[src/sv/bfop_pkg.sv]
// Package for the best-fit offset planner: widths, span type, span ordering.
// No dependencies.
`default_nettype none
package bfop_pkg;
    localparam int OFF_W       = 38;
    localparam int SIZE_W      = 32;
    localparam int TIME_W      = 16;
    localparam int SPAN_W      = 39;
    localparam int MAX_ENTRIES = 64;

    typedef struct packed {
        logic              vld;
        logic [SPAN_W-1:0] lo;
        logic [SPAN_W-1:0] hi;
    } t_span;

    function automatic logic span_less(input t_span a, input t_span b);
        span_less = (a.lo < b.lo) || ((a.lo == b.lo) && (a.hi < b.hi));
    endfunction
endpackage
`default_nettype wire

[src/sv/bfop_sort_cell.sv]
// One cell of the insertion-sort chain: holds one span, passes the larger on
// through a register to its neighbor. Depends on bfop_pkg.
`default_nettype none
module bfop_sort_cell
    import bfop_pkg::*;
(
    input  wire logic  i_clk,
    input  wire logic  i_rst_n,
    input  wire logic  i_clr,
    input  wire logic  i_shift,
    input  wire t_span i_in,
    input  wire t_span i_tail,
    output t_span      o_out,
    output t_span      o_held
);
    t_span r_held;
    t_span n_held;
    t_span r_pass;
    t_span n_pass;

    always_comb begin
        n_held = r_held;
        n_pass = '0;
        if (i_shift) begin
            n_held = i_tail;
        end else if (i_in.vld) begin
            if (!r_held.vld) begin
                n_held = i_in;
            end else if (span_less(i_in, r_held)) begin
                n_held = i_in;
                n_pass = r_held;
            end else begin
                n_pass = i_in;
            end
        end
    end

    always_ff @(posedge i_clk) begin
        if (!i_rst_n || i_clr) begin
            r_held <= '0;
            r_pass <= '0;
        end else begin
            r_held <= n_held;
            r_pass <= n_pass;
        end
    end

    assign o_out  = r_pass;
    assign o_held = r_held;
endmodule
`default_nettype wire

[config.mk]
export PLATFORM = sky130hd
export DESIGN_NAME = bfop_sort_cell
export DESIGN_NICKNAME = d
export VERILOG_FILES = /design/src/sv/bfop_pkg.sv /design/src/sv/bfop_sort_cell.sv
export SDC_FILE = /design/constraint.sdc
export NUM_CORES = 1
export LEC_CHECK = 0
export ABC_AREA = 1
export BUFFER_PORTS_ARGS = -buffer_cell sky130_fd_sc_hd__buf_2
export CORE_MARGIN = 4
export CORE_UTILIZATION = 45
export CTS_CLUSTER_DIAMETER = 30
export DETAILED_ROUTE_END_ITERATION = 10
export PLACE_DENSITY = 0.82
export SLEW_MARGIN = 20
export SYNTH_ARGS = -nofsm -noshare
export SYNTH_HDL_FRONTEND = slang
export SYNTH_SLANG_ARGS = --single-unit
[constraint.sdc]
create_clock -name i_clk -period 2.99 [get_ports i_clk]
set_clock_uncertainty 0.2 [all_clocks]
set_input_delay 0.299 -clock i_clk [delete_from_list [all_inputs] [get_ports i_clk]]
set_output_delay 0.299 -clock i_clk [all_outputs]
set_load 0.02 [all_outputs]
# == Word-level counts from Yosys, hierarchy flattened ==
# Index checks and enable logic that the tools add are counted.
# totals
input_bits,162
wordCells,24
regBits,158
# classes
magnitude_cmp,2
reduce_logical,7
n_eq_ne,2
muxes,5
n_bitwise,2
# ops
cell,n
$mux W78,3
$mux W79,2
$lt A39 B39 Y1,2
$eq A39 B39 Y1,1
$reduce_or A4 Y1,1
$ne A3 B2 Y1 const B,1
$logic_or A1 B1 Y1,2
$not A1 Y1,2
$reduce_and A2 Y1,1
$reduce_bool A2 Y1,1
$logic_and A1 B1 Y1,1
$logic_not A1 Y1,1

# == Logic depth before layout (Yosys ltp) ==
# depth
word_depth,7
ltp_mapped,19
depth_no_buf,17

# == Least setup slack after synthesis ==
# No wires, ideal clock.
# synth_timing
kind,reg2reg
start,"reg r_held, in the netlist o_held[77]"
end,"reg r_held, in the netlist o_held[12]"
path_stages_with_launch,18
t_arrival_ns,2.006
required_time_ns,2.677
path_buffers,2
synth_period_minus_slack_ns,2.318
setup_ns,0.113
setup_slack_ns,0.672
path_cell_list,dfxtp_1 > inv_1 > ha_1 > nand2_1 > nor2_1 > nand2_1 > nor2_1 > nand3_1 > nand2_1 > nor2_1 > nand2_1 > nand3_1 > nand2_2 > buf_6 > buf_6 > nand2_1 > nand2_1 > nor2_1
# synth_via
elab_chain_cells,5
elab_cells_between_ends,6
classes_between,order compare: 1; eq/ne: 2; reduce/logical: 3
# synth_rtl
item,line_no,rtl
start: declaration,bfop_sort_cell.sv:16,t_span r_held;
start signal: assignment,bfop_sort_cell.sv:43,r_held <= n_held;
"parallel branches: the longest is 2 deep, another holds $lt A39 B39 Y1",--,
$logic_or A1 B1 Y1 (*),bfop_pkg.sv:18,span_less = (a.lo < b.lo) || ((a.lo == b.lo) && (a.hi < b.hi));
$ne A3 B2 Y1 (no source line) (*),--,
$reduce_and A2 Y1 (no source line) (*),--,
# Mark *: on every way between the ends.
# A chain may end at the register's enable or synchronous reset.

# == Final worst setup path ==
# layout_timing
start,in i_in[45] (netlist bit)
end,"reg r_pass, in the netlist o_out[26]"
# layout_via
elab_chain_cells,4
elab_cells_between_ends,5
classes_between,order compare: 1; eq/ne: 1; mux: 1; reduce/logical: 2
# layout_rtl
item,line_no,rtl
start: declaration,bfop_sort_cell.sv:11,"input wire t_span i_in,"
"parallel branches: the longest is 2 deep, another holds $lt A39 B39 Y1",--,
$logic_or A1 B1 Y1 (*),bfop_pkg.sv:18,
$mux W78 (*),bfop_sort_cell.sv:29,"end else if (span_less(i_in, r_held)) begin"
end signal: assignment,bfop_sort_cell.sv:44,r_pass <= n_pass;
end: declaration,bfop_sort_cell.sv:18,t_span r_pass;
# Marked as above.

==> results.json <==
{
  "drtAntennaViolNets": 0,
  "syn-cell-area_um2": 8570,
  "period_minus_slack_ns": 2.83,
  "crit_top_cell": "nor2_1",
  "cts_sinks": 158,
  "drtIter0Drc": 637,
  "slowest_stage": "dlygate4sd3_1",
  "die_w_um": 146,
  "layout.nets": 1925,
  "drc_errors": 0,
  "antenna_found_initial": 3,
  "finalHoldViolCount": 0,
  "syn_nets": 1547,
  "synth_simple_gate_area_share_pct": 30.7,
  "cts_inserted_buffers": 17,
  "clkLatencyLatePin_ns": 0.43,
  "cp-end-kind": "flip-flop",
  "setup_violations": 0,
  "synth-compound-area-share_pct": 11.7,
  "viasPerCell": 5.07,
  "cts_buffer_depth": 2,
  "grt_pass1_vias": 9512,
  "crit_arrival_ns": 2.99,
  "root_buffer": "clkbuf_16",
  "place_area_um2": 10300,
  "vdd_drop_max_mv": 0.403,
  "grt_max_degree": 81,
  "synth_top_family_by_area": "simple AND/OR/NAND/NOR gates",
  "crit_chain": "dlygate4sd3_1 > buf_2 > ha_1 > nand2_1 > nor2_1 > nand3_1 > nor2_1 > nand3_1 > nor2_1 > nand2_1 > nand2_4 > buf_12 > o21ai_0 > a21oi_1",
  "path_class": "in2reg",
  "tightest_slew_ns": 0.996,
  "postSynth.asyncResetShare_pct": 0,
  "rows": 50,
  "drive_above_1_share_pct": 22.4,
  "finalWorstSetupSlack_ns": 0.160,
  "crit_path_max_fanout": 74,
  "synth_cell_types": 22,
  "cts.clk_slew.worst_paths_ns": 0.07,
  "wl_per_cell_um": 16.1,
  "synthAdderAreaFrac_pct": 11.2,
  "critPathLaunchType": "primary input",
  "gp_congestion": 0.871,
  "min_path_type": "in2reg",
  "synth_common_cells": "494 x nand2_1, 189 x nor2_1, 158 x dfxtp_1",
  "syn_inst": 1308,
  "grt_overflow": 0,
  "max_freq_ghz": 0.353,
  "dp.cells": 1806,
  "fin_cells": 1935,
  "post-place-ws_ns": 0.234,
  "syn_avg_cell_area_um2": 6.55,
  "synthMuxAreaShare_pct": 0,
  "htree_levels": 4,
  "synth.most_common_cell": "nand2_1",
  "final_max_slew_viol_count": 0,
  "syn_to_final_growth_pct": 39.2,
  "slowest_delay_ns": 0.53,
  "period_share_pct": 94.7,
  "synth-xor-area-share_pct": 0,
  "yosys_warnings": 0,
  "cts_tree": "built",
  "ys_ff_latch": 158,
  "vias": 9813,
  "ys.flop_type": "dfxtp_1",
  "ios": 320,
  "first_pass_iters": 5,
  "drv_cap": 0,
  "r2r_slack_ns": 0.30,
  "die_area_um2": 21300,
  "p_leak_nw": 6.28,
  "outcome": "finished, final reports clean",
  "slew_headroom_pct": 33.6,
  "die-height_um": 146,
  "synth-edff-count": 0,
  "totalWireLength_um": 31100,
  "yosysTopAreaCell": "dfxtp_1",
  "netlist.area_leader.share_pct": 36.9,
  "portBuffers": 319,
  "start_util_pct": 45.8,
  "core_um2": 18700,
  "track_usage_pct": 26.6,
  "stdcell_area_um2": 11900,
  "ys_top_cells_by_area": "dfxtp_1 37%, nand2_1 22%, ha_1 11%",
  "ys_seq_area_share_pct": 36.9,
  "grt_pass1_wl_um": 46700,
  "dp.final_hpwl_um": 19200,
  "p_per_area_nw_per_um2": 474,
  "required_ns": 3.15
}
[layer usage]
layer	vias to the layer above	wire length [um]	share of wire, %	global-route usage, %
li1	4825	-	-	-
met1	4389	12000	39	30.6
met2	507	15500	50	47.0
met3	90	2520	8.1	6.24
met4	2	1110	3.6	11.9
met5	-	13	0.042	0
[cell type report]
class / count / area (um^2)
repair buffers: 425 / 2780
clock buffers: 19 / 443
well taps: 234 / 293
clock inverters: 13 / 155
flip-flops and latches: 158 / 3160
diodes: 2 / 5.00
fillers: 1593 / 6770
inverters: 113 / 424
multi-input cells: 971 / 4670
[placed cells by master (no fill, tap or decap), types with 3 or more instances in the layout]
cell type,Yosys,routed
o21ai_1,5,5
buf_4,5,7
buf_6,12,3
buf_2,17,319
clkinvlp_4,0,5
nor2_1,189,186
a21o_1,4,4
dlygate4sd3_1,0,86
dfxtp_1,158,158
o21ai_0,80,80
clkbuf_16,0,22
inv_1,111,111
nand3_1,8,7
ha_1,77,77
buf_12,0,3
a21oi_1,107,106
nand2_1,494,493
[cell families (layout without fill, tap and decap cells)]
logic type / count (synthesis) / count (layout)
AO/OA/AOI/OAI: 198 / 198
adder cells (fa/ha/maj): 77 / 77
AND/OR/NAND/NOR: 695 / 696
flip-flops: 158 / 158
buffers and inverters: 180 / 570
other: 0 / 2
[registers in the layout, summed over array words and instances, names as in the netlist]
name	count
o_held	79
o_out	79
[final timing paths]
check                           cells past startpoint        from         to
worst min register to register                      2  o_held[17]  o_out[17]
worst max register to register                     13  o_held[45]  o_out[26]
worst max-delay path                               14    i_in[45]  o_out[26]
worst min-delay path                                5   i_tail[9]  o_held[9]
[per-stage QoR]
step	TNS, ns	hold WS, ns	utilization [%]	total power [mW]
after CTS	0	0.000247	62.6	5.61
after global routing	-0.000257	0.00449	63.8	5.93
after floorplan	0	0.275	-	2.93
final	0	0.0128	63.8	5.66
after detailed placement	0	0.288	54.8	3.30
after global placement	0	0.279	54.8	3.27
[worst max-delay path: cells and delay by family]
kind / cells / cell delay [ns]
adder cells (fa/ha/maj): 1 / 0.30
AO/OA/AOI/OAI: 2 / 0.31
buffers and inverters: 3 / 0.94
AND/OR/NAND/NOR: 8 / 1.08
[what timing repair did]
item                       CTS  global route
hold endpoints to repair    86             0
buffers inserted             0             0
setup endpoints to repair    0            78
hold buffers                86             0
gates resized for setup      0             9
[power breakdown]
| part | switching [mW] | internal (mW) | total (mW) |
|---|---|---|---|
| combinational | 0.746 | 0.479 | 1.23 |
| sequential | 0.0335 | 2.17 | 2.20 |
| clock | 0.964 | 1.27 | 2.24 |
| total | 1.74 | 3.92 | 5.66 |
(Power assumes the default switching activity.)
